### src/design/fim_pkg.sv
// shared types and constants of the frame interval monitor
package fim_pkg;

	localparam int TS_W   = 48;
	localparam int FREQ_W = 32;
	localparam int SMP_W  = 32;
	localparam int RATE_W = 16;
	localparam int HELD_W = 6;

	localparam logic [FREQ_W-1:0] FREQ_RESET = 32'd10000000;
	localparam logic [RATE_W-1:0] RATE_MAX   = 16'hFFFF;
	localparam logic [SMP_W-1:0]  SMP_MAX    = 32'hFFFF_FFFF;

	typedef enum logic [1:0] {
		OP_TICK   = 2'd0,
		OP_REBASE = 2'd1,
		OP_RESUME = 2'd2,
		OP_PAUSE  = 2'd3
	} op_e_t;

	typedef struct packed {
		logic [1:0]      op;
		logic [TS_W-1:0] timestamp;
	} item_t;

	typedef struct packed {
		logic [RATE_W-1:0] frame_rate;
		logic [SMP_W-1:0]  avg_frame_ticks;
		logic [TS_W-1:0]   total_ticks;
		logic [HELD_W-1:0] samples_held;
		logic              paused;
	} result_t;

	typedef struct packed {
		op_e_t           op;
		logic [TS_W-1:0] timestamp;
	} cmd_t;

	typedef enum logic [3:0] {
		ST_IDLE,
		ST_EXEC,
		ST_GATE,
		ST_FRAME,
		ST_SUM,
		ST_DIV,
		ST_WAIT,
		ST_TOTAL,
		ST_PUSH
	} bk_state_t;

endpackage

### src/design/frame_interval_monitor_unit.sv
// top level of the frame interval monitor: config register, front end and back end
//
//  channel   direction  handshake            word
//  --------  ---------  -------------------  ----------------------------------
//  input     in         push / full          item: op, timestamp
//  result    out        pop / empty          result: rate, avg, total, held, paused
//  config    in         cfg_wr_en            cfg_wr_data: counter ticks per second
//
// a tick runs the exec, gate, frame, sum, div, wait, total and push states in the
// back end; the bit-serial divider for the window mean runs in wait on SUM_W bits
// (SUM_W = 32 + clog2(WINDOW+1), so 38 at WINDOW = 50); an empty window skips it
// control words (rebase, resume, pause) run only the exec, total and push states
// the front end buffers two words, so input is taken while the back end works
// the result queue holds two words; the back end waits only when it is full
// reset is asynchronous and brings all counters to zero, the frequency to 10e6;
// window memory contents are not cleared, entries are read only once written
module frame_interval_monitor_unit #(
	parameter int WINDOW = 50
) (
	input  logic                       clk,
	input  logic                       arst_n,
	input  logic                       push,
	output logic                       full,
	input  fim_pkg::item_t             item,
	output logic                       empty,
	input  logic                       pop,
	output fim_pkg::result_t           result,
	input  logic                       cfg_wr_en,
	input  logic [fim_pkg::FREQ_W-1:0] cfg_wr_data
);
	import fim_pkg::*;

	logic [FREQ_W-1:0] freq_q;
	logic              cmd_valid;
	logic              cmd_take;
	cmd_t              cmd;

	// counter frequency, the one-second threshold for gating and rate counting
	always_ff @(posedge clk or negedge arst_n) begin
		if (!arst_n)
			freq_q <= FREQ_RESET;
		else if (cfg_wr_en)
			freq_q <= cfg_wr_data;
	end

	// front end: takes input words and decodes them into commands
	fim_front u_front (
		.clk       (clk),
		.arst_n    (arst_n),
		.push      (push),
		.full      (full),
		.item      (item),
		.cmd_valid (cmd_valid),
		.cmd_take  (cmd_take),
		.cmd       (cmd)
	);

	// back end: runs each command and queues one result word for it
	fim_back #(.WINDOW(WINDOW)) u_back (
		.clk       (clk),
		.arst_n    (arst_n),
		.freq      (freq_q),
		.cmd_valid (cmd_valid),
		.cmd_take  (cmd_take),
		.cmd       (cmd),
		.empty     (empty),
		.pop       (pop),
		.result    (result)
	);

endmodule

### src/design/fim_front.sv
// front end: accepts input words, decodes the op, buffers commands for the back end
module fim_front (
	input  logic           clk,
	input  logic           arst_n,
	input  logic           push,
	output logic           full,
	input  fim_pkg::item_t item,
	output logic           cmd_valid,
	input  logic           cmd_take,
	output fim_pkg::cmd_t  cmd
);
	import fim_pkg::*;

	logic [1:0] cnt_q;
	logic       wr_ptr_q;
	logic       rd_ptr_q;
	cmd_t       slot_q [2];
	cmd_t       new_cmd;
	logic       accept;

	// decode the raw op field into a command
	always_comb begin
		new_cmd.op        = op_e_t'(item.op);
		new_cmd.timestamp = item.timestamp;
	end

	assign full      = (cnt_q == 2'd2);
	assign accept    = push && !full;
	assign cmd_valid = (cnt_q != 2'd0);
	assign cmd       = slot_q[rd_ptr_q];

	always_ff @(posedge clk or negedge arst_n) begin
		if (!arst_n) begin
			cnt_q    <= 2'd0;
			wr_ptr_q <= 1'b0;
			rd_ptr_q <= 1'b0;
		end else begin
			if (accept)
				wr_ptr_q <= !wr_ptr_q;
			if (cmd_take)
				rd_ptr_q <= !rd_ptr_q;
			case ({accept, cmd_take})
				2'b10:   cnt_q <= cnt_q + 2'd1;
				2'b01:   cnt_q <= cnt_q - 2'd1;
				default: cnt_q <= cnt_q;
			endcase
		end
	end

	always_ff @(posedge clk) begin
		if (accept)
			slot_q[wr_ptr_q] <= new_cmd;
	end

endmodule

### src/design/fim_div.sv
// restoring divider, one quotient bit per cycle
module fim_div #(
	parameter int DVD_W = 38,
	parameter int DVS_W = 6
) (
	input  logic             clk,
	input  logic             arst_n,
	input  logic             start,
	input  logic [DVD_W-1:0] dividend,
	input  logic [DVS_W-1:0] divisor,
	output logic             done,
	output logic [DVD_W-1:0] quotient
);
	localparam int CNT_W = $clog2(DVD_W + 1);

	logic             run_q;
	logic             done_q;
	logic [CNT_W-1:0] cnt_q;
	logic [DVS_W-1:0] dvs_q;
	logic [DVS_W-1:0] rem_q;
	logic [DVD_W-1:0] quo_q;
	logic [DVS_W:0]   trial;
	logic [DVS_W:0]   diff;
	logic             ge;

	assign trial = {rem_q, quo_q[DVD_W-1]};
	assign ge    = (trial >= {1'b0, dvs_q});
	assign diff  = trial - {1'b0, dvs_q};

	assign done     = done_q;
	assign quotient = quo_q;

	always_ff @(posedge clk or negedge arst_n) begin
		if (!arst_n) begin
			run_q  <= 1'b0;
			done_q <= 1'b0;
			cnt_q  <= '0;
		end else begin
			done_q <= 1'b0;
			if (start) begin
				run_q <= 1'b1;
				cnt_q <= CNT_W'(DVD_W);
			end else if (run_q) begin
				cnt_q <= cnt_q - 1'b1;
				if (cnt_q == CNT_W'(1)) begin
					run_q  <= 1'b0;
					done_q <= 1'b1;
				end
			end
		end
	end

	always_ff @(posedge clk) begin
		if (start) begin
			dvs_q <= divisor;
			rem_q <= '0;
			quo_q <= dividend;
		end else if (run_q) begin
			rem_q <= ge ? diff[DVS_W-1:0] : trial[DVS_W-1:0];
			quo_q <= {quo_q[DVD_W-2:0], ge};
		end
	end

endmodule

### src/design/fim_back.sv
// back end: time accounting, interval window, frame counter and result queue
module fim_back #(
	parameter int WINDOW = 50
) (
	input  logic                          clk,
	input  logic                          arst_n,
	input  logic [fim_pkg::FREQ_W-1:0]    freq,
	input  logic                          cmd_valid,
	output logic                          cmd_take,
	input  fim_pkg::cmd_t                 cmd,
	output logic                          empty,
	input  logic                          pop,
	output fim_pkg::result_t              result
);
	import fim_pkg::*;

	localparam int CNT_W = $clog2(WINDOW + 1);
	localparam int PTR_W = (WINDOW > 1) ? $clog2(WINDOW) : 1;
	localparam int SUM_W = SMP_W + CNT_W;

	bk_state_t state_q, state_d;

	// architectural state
	logic [TS_W-1:0]   last_q, cur_q, base_q, stop_q, paused_tot_q;
	logic              stopped_q;
	logic [CNT_W-1:0]  held_q;
	logic [SUM_W-1:0]  sum_q;
	logic [SMP_W-1:0]  avg_q;
	logic [RATE_W-1:0] frames_q, rate_q;
	logic [FREQ_W-1:0] accum_q;
	logic [PTR_W-1:0]  wr_ptr_q;

	// per-command working registers
	cmd_t              cmd_q;
	logic [TS_W-1:0]   interval_q, diff_q, run_tot_q;
	logic              accept_q;
	logic [SMP_W-1:0]  sat_q, old_q;

	logic [SMP_W-1:0]  win_mem [WINDOW];

	logic              mem_we, div_start, div_done, out_push;
	logic [SUM_W-1:0]  quo;
	logic [TS_W:0]     accum_sum;
	logic [RATE_W-1:0] frames_inc;
	logic              win_full;
	logic [CNT_W+HELD_W-1:0] held_wide;
	logic [TS_W-1:0]   avg_ext;

	// result queue
	logic [1:0] out_cnt_q;
	logic       out_wr_q, out_rd_q;
	result_t    out_slot_q [2];
	result_t    new_res;
	logic       out_pop;

	assign win_full   = (held_q == CNT_W'(WINDOW));
	assign accum_sum  = {(TS_W + 1 - FREQ_W)'(0), accum_q} + {1'b0, interval_q};
	assign frames_inc = (frames_q == RATE_MAX) ? RATE_MAX : frames_q + 1'b1;
	assign held_wide  = {HELD_W'(0), held_q};
	assign avg_ext    = {(TS_W - SMP_W)'(0), avg_q};

	fim_div #(.DVD_W(SUM_W), .DVS_W(CNT_W)) u_div (
		.clk      (clk),
		.arst_n   (arst_n),
		.start    (div_start),
		.dividend (sum_q),
		.divisor  (held_q),
		.done     (div_done),
		.quotient (quo)
	);

	always_ff @(posedge clk or negedge arst_n) begin
		if (!arst_n)
			state_q <= ST_IDLE;
		else
			state_q <= state_d;
	end

	always_comb begin
		state_d   = state_q;
		cmd_take  = 1'b0;
		mem_we    = 1'b0;
		div_start = 1'b0;
		out_push  = 1'b0;
		unique case (state_q)
			ST_IDLE: begin
				if (cmd_valid && out_cnt_q != 2'd2) begin
					cmd_take = 1'b1;
					state_d  = ST_EXEC;
				end
			end
			ST_EXEC:  state_d = (cmd_q.op == OP_TICK) ? ST_GATE : ST_TOTAL;
			ST_GATE:  state_d = ST_FRAME;
			ST_FRAME: state_d = ST_SUM;
			ST_SUM: begin
				mem_we  = accept_q;
				state_d = ST_DIV;
			end
			ST_DIV: begin
				if (held_q == '0) begin
					state_d = ST_TOTAL;
				end else begin
					div_start = 1'b1;
					state_d   = ST_WAIT;
				end
			end
			ST_WAIT: begin
				if (div_done)
					state_d = ST_TOTAL;
			end
			ST_TOTAL: state_d = ST_PUSH;
			ST_PUSH: begin
				out_push = 1'b1;
				state_d  = ST_IDLE;
			end
			default:  state_d = ST_IDLE;
		endcase
	end

	always_ff @(posedge clk or negedge arst_n) begin
		if (!arst_n) begin
			last_q       <= '0;
			cur_q        <= '0;
			base_q       <= '0;
			stop_q       <= '0;
			paused_tot_q <= '0;
			stopped_q    <= 1'b0;
			held_q       <= '0;
			sum_q        <= '0;
			avg_q        <= '0;
			frames_q     <= '0;
			rate_q       <= '0;
			accum_q      <= '0;
			wr_ptr_q     <= '0;
		end else begin
			unique case (state_q)
				ST_EXEC: begin
					unique case (cmd_q.op)
						OP_TICK: begin
							last_q <= cmd_q.timestamp;
							cur_q  <= cmd_q.timestamp;
						end
						OP_REBASE: begin
							base_q       <= cmd_q.timestamp;
							last_q       <= cmd_q.timestamp;
							stop_q       <= '0;
							stopped_q    <= 1'b0;
							paused_tot_q <= '0;
						end
						OP_RESUME: begin
							if (stopped_q) begin
								paused_tot_q <= paused_tot_q + (cmd_q.timestamp - stop_q);
								last_q       <= cmd_q.timestamp;
								stop_q       <= '0;
								stopped_q    <= 1'b0;
							end
						end
						OP_PAUSE: begin
							if (!stopped_q) begin
								stop_q    <= cmd_q.timestamp;
								stopped_q <= 1'b1;
							end
						end
						default: ;
					endcase
				end
				ST_FRAME: begin
					if (accum_sum > {(TS_W + 1 - FREQ_W)'(0), freq}) begin
						rate_q   <= frames_inc;
						frames_q <= '0;
						accum_q  <= '0;
					end else begin
						frames_q <= frames_inc;
						accum_q  <= accum_sum[FREQ_W-1:0];
					end
				end
				ST_SUM: begin
					if (accept_q) begin
						sum_q <= sum_q + SUM_W'(sat_q) - (win_full ? SUM_W'(old_q) : '0);
						if (!win_full)
							held_q <= held_q + 1'b1;
						wr_ptr_q <= (wr_ptr_q == PTR_W'(WINDOW - 1)) ? '0 : wr_ptr_q + 1'b1;
					end
				end
				ST_DIV: begin
					if (held_q == '0)
						avg_q <= '0;
				end
				ST_WAIT: begin
					if (div_done)
						avg_q <= quo[SMP_W-1:0];
				end
				default: ;
			endcase
		end
	end

	always_ff @(posedge clk) begin
		if (cmd_take)
			cmd_q <= cmd;
		if (state_q == ST_EXEC)
			interval_q <= cmd_q.timestamp - last_q;
		if (state_q == ST_GATE)
			diff_q <= (interval_q >= avg_ext) ? interval_q - avg_ext : avg_ext - interval_q;
		if (state_q == ST_FRAME) begin
			accept_q <= (diff_q < {(TS_W - FREQ_W)'(0), freq});
			sat_q    <= (interval_q[TS_W-1:SMP_W] != '0) ? SMP_MAX : interval_q[SMP_W-1:0];
		end
		if (state_q == ST_TOTAL)
			run_tot_q <= (stopped_q ? stop_q : cur_q) - paused_tot_q;
	end

	// window memory: oldest entry sits at the write pointer
	always_ff @(posedge clk) begin
		if (mem_we)
			win_mem[wr_ptr_q] <= sat_q;
		old_q <= win_mem[wr_ptr_q];
	end

	always_comb begin
		new_res.frame_rate      = rate_q;
		new_res.avg_frame_ticks = avg_q;
		new_res.total_ticks     = run_tot_q - base_q;
		new_res.samples_held    = held_wide[HELD_W-1:0];
		new_res.paused          = stopped_q;
	end

	assign out_pop = pop && !empty;
	assign empty   = (out_cnt_q == 2'd0);
	assign result  = out_slot_q[out_rd_q];

	always_ff @(posedge clk or negedge arst_n) begin
		if (!arst_n) begin
			out_cnt_q <= 2'd0;
			out_wr_q  <= 1'b0;
			out_rd_q  <= 1'b0;
		end else begin
			if (out_push)
				out_wr_q <= !out_wr_q;
			if (out_pop)
				out_rd_q <= !out_rd_q;
			case ({out_push, out_pop})
				2'b10:   out_cnt_q <= out_cnt_q + 2'd1;
				2'b01:   out_cnt_q <= out_cnt_q - 2'd1;
				default: out_cnt_q <= out_cnt_q;
			endcase
		end
	end

	always_ff @(posedge clk) begin
		if (out_push)
			out_slot_q[out_wr_q] <= new_res;
	end

`ifndef SYNTHESIS
	a_out_no_overflow: assert property (@(posedge clk) disable iff (!arst_n)
		out_push |-> out_cnt_q != 2'd2)
		else $error("result queue overflow");

	a_div_done_in_wait: assert property (@(posedge clk) disable iff (!arst_n)
		div_done |-> state_q == ST_WAIT)
		else $error("divider finished outside wait state");

	a_empty_window_avg: assert property (@(posedge clk) disable iff (!arst_n)
		(state_q == ST_PUSH && held_q == '0) |-> avg_q == '0)
		else $error("nonzero average with empty window");

	a_held_bound: assert property (@(posedge clk) disable iff (!arst_n)
		(state_q == ST_SUM && accept_q && win_full) |=> held_q == CNT_W'(WINDOW))
		else $error("sample count moved past window depth");
`endif

endmodule
### config.mk
export PLATFORM = sky130hd
export DESIGN_NAME = frame_interval_monitor_unit
export DESIGN_NICKNAME = d
export VERILOG_FILES = /design/src/design/fim_pkg.sv /design/src/design/frame_interval_monitor_unit.sv /design/src/design/fim_front.sv /design/src/design/fim_div.sv /design/src/design/fim_back.sv
export SDC_FILE = /design/constraint.sdc
export NUM_CORES = 2
export LEC_CHECK = 0
export ABC_AREA = 1
export BUFFER_PORTS_ARGS = -buffer_cell sky130_fd_sc_hd__buf_2
export CORE_AREA = 5 5 590 592
export CTS_BUF_LIST = sky130_fd_sc_hd__clkbuf_8
export CTS_CLUSTER_SIZE = 24
export DETAILED_ROUTE_END_ITERATION = 10
export DIE_AREA = 0 0 595 597
export PLACE_DENSITY = 0.52
export SYNTH_ARGS = -nofsm -noshare
export SYNTH_HDL_FRONTEND = slang
export SYNTH_SLANG_ARGS = --single-unit
### constraint.sdc
create_clock -name clk -period 11.3 [get_ports clk]
set_clock_uncertainty 0.2 [all_clocks]
set_input_delay 1.13 -clock clk [delete_from_list [all_inputs] [get_ports clk]]
set_output_delay 1.13 -clock clk [all_outputs]
set_load 0.02 [all_outputs]
==> Yosys cells after proc, flatten, opt, wreduce, memory -nomap -nowiden <==
Memories as Yosys holds them, arrays and structs flattened. A register that Yosys moved wholly into a read port is not among the register bits.
Index checks and enable logic that the tools add are counted.
{ "classes": {"n_addsub": 19, "magnitude_cmp": 4, "n_eq_ne": 26, "mux": 48, "bitwise": 1, "n_reduce_logical": 36} }
{ "ops": {"columns": ["operator", "n"], "rows": [
  ["2-to-1 mux 48 bit", 6],
  ["case mux 48 bit (2 select lines)", 2],
  ["subtractor 48 bit", 4],
  ["case mux 48 bit (3 select lines)", 1],
  ["2-to-1 mux 32 bit", 4],
  ["2-to-1 mux 38 bit", 2],
  ["case mux 32 bit (2 select lines)", 1],
  ["adder 32 x 48 -> 49 bit", 1],
  ["> comparator 49 x 32 -> 1 bit", 1],
  ["adder 48 bit", 1],
  [">= comparator 48 x 32 -> 1 bit", 1],
  ["less-than comparator 48 x 32 -> 1 bit", 1],
  ["subtractor 32 x 48 -> 48 bit", 1],
  ["subtractor 48 x 32 -> 48 bit", 1],
  ["adder 38 x 32 -> 38 bit", 1],
  ["subtractor 38 bit", 1],
  ["2-to-1 mux 16 bit", 2],
  ["case mux 4 bit (8 select lines)", 1],
  ["2-to-1 mux 6 bit", 4],
  ["2-to-1 mux 1 bit", 19],
  ["adder 16 x 1 -> 16 bit (second input constant)", 1],
  ["== test 16 bit (second input constant)", 1],
  ["== test 4 x 3 -> 1 bit (second input constant)", 4],
  ["nonzero test 16 bit", 1],
  ["other kinds (31)", 72]
]} }
{ "word_totals": {"reg_bits": 666, "ramBits": 1906, "input_bits": 87, "output_inout_bits": 105, "elab_cells": 169, "memories": 3} }
{ "mem_list": {"columns": ["name", "words", "word_bits", "rd", "rd_ports_with_merged_regs", "wr", "line", "rtl"], "rows": [
  ["u_back.win_mem", 50, 32, 1, 1, 1, "fim_back.sv:39", "logic [SMP_W-1:0] win_mem [WINDOW];"],
  ["u_back.out_slot_q", 2, 103, 1, 0, 1, "fim_back.sv:52", "result_t out_slot_q [2];"],
  ["u_front.slot_q", 2, 50, 1, 1, 1, "fim_front.sv:17", "cmd_t slot_q [2];"]
]} }

==> Logic depth before layout (Yosys ltp) <==
{ "depth": {"ltp_word": 6, "ltp_mapped": 28, "depth_no_buf": 27} }

==> Cells and area by module <==
Synthesis repeated with hierarchy kept, for this count alone.
{ "hier_totals": {"cells_unflattened": 11494, "area_unflattened_um2": 123848.8} }
{ "by_module_without_submodules": {"columns": ["mod", "n_inst", "cells_per_inst", "area_each_um2", "seq_area_each_um2"], "rows": [
  ["fim_back", 1, 10763, 115804.8, 71573.6],
  ["fim_front", 1, 288, 3930.0, 3103.0],
  ["fim_div", 1, 307, 2811.4, 1641.6],
  ["frame_interval_monitor_unit", 1, 136, 1302.5, 810.8]
]} }

==> Least setup slack after synthesis <==
OpenSTA, ideal clock, no wires.
{ "synth_path": {"path_kind": "flip-flop to flip-flop", "start": "reg u_back.state_q[1]", "end": "mem u_back.out_slot_q[0][0] (netlist bit), enable pin", "setup_ns": 0.566, "arrival_time_ns": 5.023, "t_required_ns": 10.534, "path_slack_ns": 5.511, "path_stages_with_launch": 4, "n_path_buf": 0, "synth_period_minus_slack_ns": 5.789, "path_cell_list": "dfrtp_1 -> nor2_1 -> nand3_1 -> nor2_1"} }
{ "synth_via": {"elab_chain_len": 4} }
{ "synth_rtl": {"columns": ["element", "line", "rtl"], "rows": [
  ["start: declaration", "fim_back.sv:21", "bk_state_t state_q, state_d;"],
  ["start signal: assignment", "fim_back.sv:76", "state_q <= state_d;"],
  ["== test 4 bit", "fim_back.sv:85", "unique case (state_q)"],
  ["2-to-1 mux 1 bit", "fim_back.sv:85", null],
  ["2-to-1 mux 1 bit", "fim_back.sv:251", "if (out_push)"],
  ["2-to-1 mux 1 bit (implied by the code)", "fim_back.sv:252", "out_slot_q[out_wr_q] <= new_res;"],
  ["end: declaration", "fim_back.sv:52", null]
]} }
Every way passes these cells.

==> Final worst setup path <==
{ "layout_path": {"start": "reg u_back.interval_q[1]", "end": "reg u_back.rate_q[15]"} }
{ "layout_via": {"elab_chain_len": 3} }
{ "layout_rtl": {"columns": ["element", "line", "rtl"], "rows": [
  ["start: declaration", "fim_back.sv:35", "logic [TS_W-1:0] interval_q, diff_q, run_tot_q;"],
  ["start signal: assignment", "fim_back.sv:202", "interval_q <= cmd_q.timestamp - last_q;"],
  ["adder 32 x 48 -> 49 bit", "fim_back.sv:57", "assign accum_sum = {(TS_W + 1 - FREQ_W)'(0), accum_q} + {1'b0, interval_q};"],
  ["> comparator 49 x 32 -> 1 bit", "fim_back.sv:168", "if (accum_sum > {(TS_W + 1 - FREQ_W)'(0), freq}) begin"],
  ["AND reduction 2 bit (no source line)", null, null],
  ["end signal: assignment", "fim_back.sv:169", "rate_q <= frames_inc;"],
  ["end: declaration", "fim_back.sv:29", "logic [RATE_W-1:0] frames_q, rate_q;"]
]} }
Every way passes these cells.
A chain may end at the register's enable or synchronous reset.

==> impl_metrics.yaml <==
sta:
  hold_viol: 0
  fin_crit_ns: 5.55
  setup-tns-final_ns: 0
  whs_ns: 0.133
  setup_viol_count_final: 0
  post-route-period-util_pct: 49.1
  slew_headroom_pct: 7.78
  worst_slew_pin_slew_ns: 1.38
  rsz0062_at_grt: "false"
  slew_violations: 0
  fmax_ghz: 0.180
synthesis:
  synth_area_um2: 123000
  ys.flop_type: "edfxtp_1"
  avgSynthCellArea_um2: 11.0
  synth-seq-area-share_pct: 63.0
  syn_nets: 11700
  async_flop_share_pct: 16.5
  netlist_instances: 11100
  synth_edf_count: 2177
  synth.distinct_cells: 65
  synth.ff_latch_count: 2654
  ys_warn_count: 0
finish:
  fill_cells: 32900
  syn_to_final_growth_pct: 13.5
  fin_nets: 12200
  finalInstanceArea_um2: 139000
  drive_above_1_share_pct: 9.93
placement:
  place.port_buffers: 191
  place_area_um2: 130000
  place_congestion: 0.948
  hpwl_um: 305000
pwr:
  combPwrFrac_pct: 45.1
  p_clk_share_pct: 21.6
  switching_share_pct: 44.1
  p_leak_nw: 49.3
  p_int_mw: 21.5
  seqPwrFrac_pct: 33.3
  switchingPower_mw: 17.0
  irDropWorstVdd_mv: 0.224
  powerDensity_nw_per_um2: 276
clock_network:
  cts_buffers: 440
  cts_resized: 0
  clockRootBuffer: "clkbuf_8"
  cts.path.max_buffers: 4
  cts_setup_buffers: 0
  clk_pin_slew_ns: 0.06
  cts.sinks: 2654
  cts_tree: "built"
  insertion_delay_ns: 1.13
  htree_levels: 5
grt:
  grt_util_met3_pct: 3.60
  grt_pass1_wl_um: 635000
  grt_use_met1_pct: 34.4
  grt_usage_pct: 24.4
  grt_max_degree: 122
  antenna_found_initial: 39
  use_met2_pct: 38.4
  grt_overflow: 0
  grt_pass1_vias: 86500
  grt_busiest_layer: "met2"
setup_path:
  r2r_slack_ns: 5.75
  reg2reg_to: "u_back.rate_q[15]$_DFFE_PN0P_"
  setup.worst_path.start_class: "flop"
  crit_fanout: 37
  required_ns: 12.04
  crit_path_end_kind: "flop"
  reg2reg_from: "u_back.interval_q[1]$_DFFE_PP_"
  arrival_ns: 6.29
  reg2regPathDepth: 23
  criticalPathCategory: "reg2reg"
routing:
  num_vias: 88100
  wire_per_inst_um: 27.0
  wl_um: 447000
  vias_per_cell: 5.32
  ant_nets: 0
  dr.pass1.iters: 6
  drcViolationCount: 0
  dr.first_iter.drc_count: 9298
flow_run:
  cap_violations: 0
run_status:
  outcome: "finished, final reports clean"
floorplan:
  rows: 215
  fp.coreArea_um2: 342000
  io_pins: 192
  die-area_um2: 355000
  start_util_pct: 35.8
  die_x_um: 595
  die_h_um: 597
worst_hold_path:
  hp-class: "in2reg"
  hold_path_end: "freq_q[15]$_DFFE_PN1P_"
  min_path_cells: 3
  hp-start: "cfg_wr_data[15]"
==> metrics by stage <==
stage / setup slack, ns / instances / power, mW / util (%)
floorplan: 5.51 / 11100 / 23.3 / -
detailed placement: 5.74 / 15700 / 30.2 / 38.0
global placement: 5.67 / 15700 / 30.2 / 38.0
global route: 5.40 / 16600 / 40.8 / 40.7
finish: 5.75 / 16600 / 38.4 / 40.7
CTS: 5.70 / 16600 / 38.6 / 40.7
==> cells in the mapped netlist (18+ instances only) <==
library cell | instances | area [um^2]
a31oi_1 | 91 | 569
o21ai_2 | 32 | 280
o22ai_1 | 70 | 438
o21a_1 | 48 | 360
nand2_1 | 2295 | 8610
nand3_1 | 259 | 1300
ha_1 | 402 | 5030
xnor2_1 | 86 | 753
o21ai_1 | 28 | 140
nor3_1 | 54 | 270
a221oi_1 | 191 | 1670
clkbuf_1 | 263 | 987
a21o_1 | 37 | 278
buf_2 | 33 | 165
edfxtp_1 | 2177 | 65400
nor2_1 | 687 | 2580
nand4_1 | 242 | 1510
inv_1 | 1320 | 4950
dfxtp_1 | 38 | 761
mux2_2 | 50 | 563
xor2_1 | 182 | 1590
a21oi_1 | 595 | 2980
buf_1 | 59 | 221
nor4_1 | 18 | 113
fa_1 | 86 | 1720
dfrtp_1 | 431 | 10800
a22o_1 | 119 | 1040
o21bai_1 | 20 | 150
o21ai_0 | 728 | 3640
a22oi_1 | 235 | 1760
==> cell families after synthesis <==
family | share of synthesized area (%)
xor+xnor | 1.92
buf+inv | 5.33
compound gates | 11.7
mux | 0.500
simple gates | 12.1
fa+ha+maj | 5.51
flops | 63.0
==> flip-flops by register name, summed over array words and instances (netlist names), 38 cells and up <==
| register | cells |
|---|---|
| u_back.last_q | 48 |
| u_back.paused_tot_q | 48 |
| u_back.diff_q | 48 |
| u_back.run_tot_q | 48 |
| u_front.slot_q | 100 |
| u_back.cur_q | 48 |
| u_back.interval_q | 48 |
| u_back.base_q | 48 |
| u_back.sum_q | 38 |
| u_back.out_slot_q | 206 |
| u_back.win_mem | 1600 |
| u_back.cmd_q | 50 |
| u_back.stop_q | 48 |
| u_back.u_div.quotient | 38 |
==> critical path: stages (launching register included) <==
cell and delay [ns]:
edfxtp_1 0.43, inv_1 0.23, fa_1 0.51, inv_1 0.10
nand3_1 0.09, nand3_2 0.14, nand2_1 0.06, nand2_1 0.09
nand2_1 0.06, nand2_1 0.27, nand2_1 0.09, nand2_1 0.12
xor2_1 0.29, ha_1 0.21, nand4_1 0.17, nor2_1 0.28
nand3_1 0.12, nor4_1 0.24, nand3b_1 0.12, a21oi_1 0.29
nand3_4 0.53, buf_4 0.53, nand3_1 0.15, nand2_1 0.07
==> layout by cell type (no fill, tap or decap), types with 48 or more instances in the layout <==
cell type / instances
a21oi_1: 594
a221oi_1: 191
a22o_1: 119
a22oi_1: 235
a31oi_1: 91
buf_2: 190
buf_4: 174
clkbuf_8: 485
clkinv_1: 85
dfrtp_1: 428
dlygate4sd3_1: 73
edfxtp_1: 2177
fa_1: 86
ha_1: 402
inv_1: 1487
mux2_2: 50
nand2_1: 2292
nand3_1: 257
nand4_1: 242
nor2_1: 619
nor2_4: 64
nor3_1: 51
o21a_1: 48
o21ai_0: 728
o22ai_1: 70
xnor2_1: 86
xor2_1: 182
==> worst max-delay path by stage <==
stage	slack, ns	endpoint	cells after the start	from
floorplan	5.51	u_back.out_slot_q[0][0]$_DFFE_PP_	3	u_back.state_q[1]$_DFFE_PN0P_
global placement	5.67	u_back.rate_q[2]$_DFFE_PN0P_	26	u_back.interval_q[1]$_DFFE_PP_
detailed placement	5.74	u_back.rate_q[1]$_DFFE_PN0P_	23	u_back.interval_q[1]$_DFFE_PP_
CTS	5.70	u_back.rate_q[15]$_DFFE_PN0P_	23	u_back.interval_q[1]$_DFFE_PP_
global route	5.40	u_back.rate_q[1]$_DFFE_PN0P_	23	u_back.interval_q[1]$_DFFE_PP_
finish	5.75	u_back.rate_q[15]$_DFFE_PN0P_	23	u_back.interval_q[1]$_DFFE_PP_
==> layout make-up <==
cell class                 count  area (um^2)  share of cell area (%)
sequential                  2654        77100                    55.5
multi-input combinational   6737        39400                    28.3
clock buffer                 485         6680                    4.80
tap                         4557         5700                    4.10
inverter                    1341         5070                    3.65
timing repair buffer         448         3200                    2.30
clock inverter               331         1860                    1.34
antenna                       13         32.5                  0.0234
==> routing by layer <==
metal  up-vias  wire [um]
met2      3216     202000
met1     44200     197000
met3       615      30400
li1      40100          -
met4        10      17800
met5         -         69
==> power groups by stage <==
stage / Clock, mW / Sequential, mW / Combinational, mW
after floorplan: 0 / 12.6 / 10.6
after global placement: 0 / 13.0 / 17.2
after detailed placement: 0 / 13.0 / 17.2
after CTS: 8.50 / 12.8 / 17.3
after global routing: 8.95 / 12.9 / 18.9
final: 8.30 / 12.8 / 17.3
==> repair_timing <==
action                     CTS  global route
hold buffers                73             0
hold endpoints to repair   185             0
setup endpoints to repair    0             0
Power figures use the tool's default switching activity.
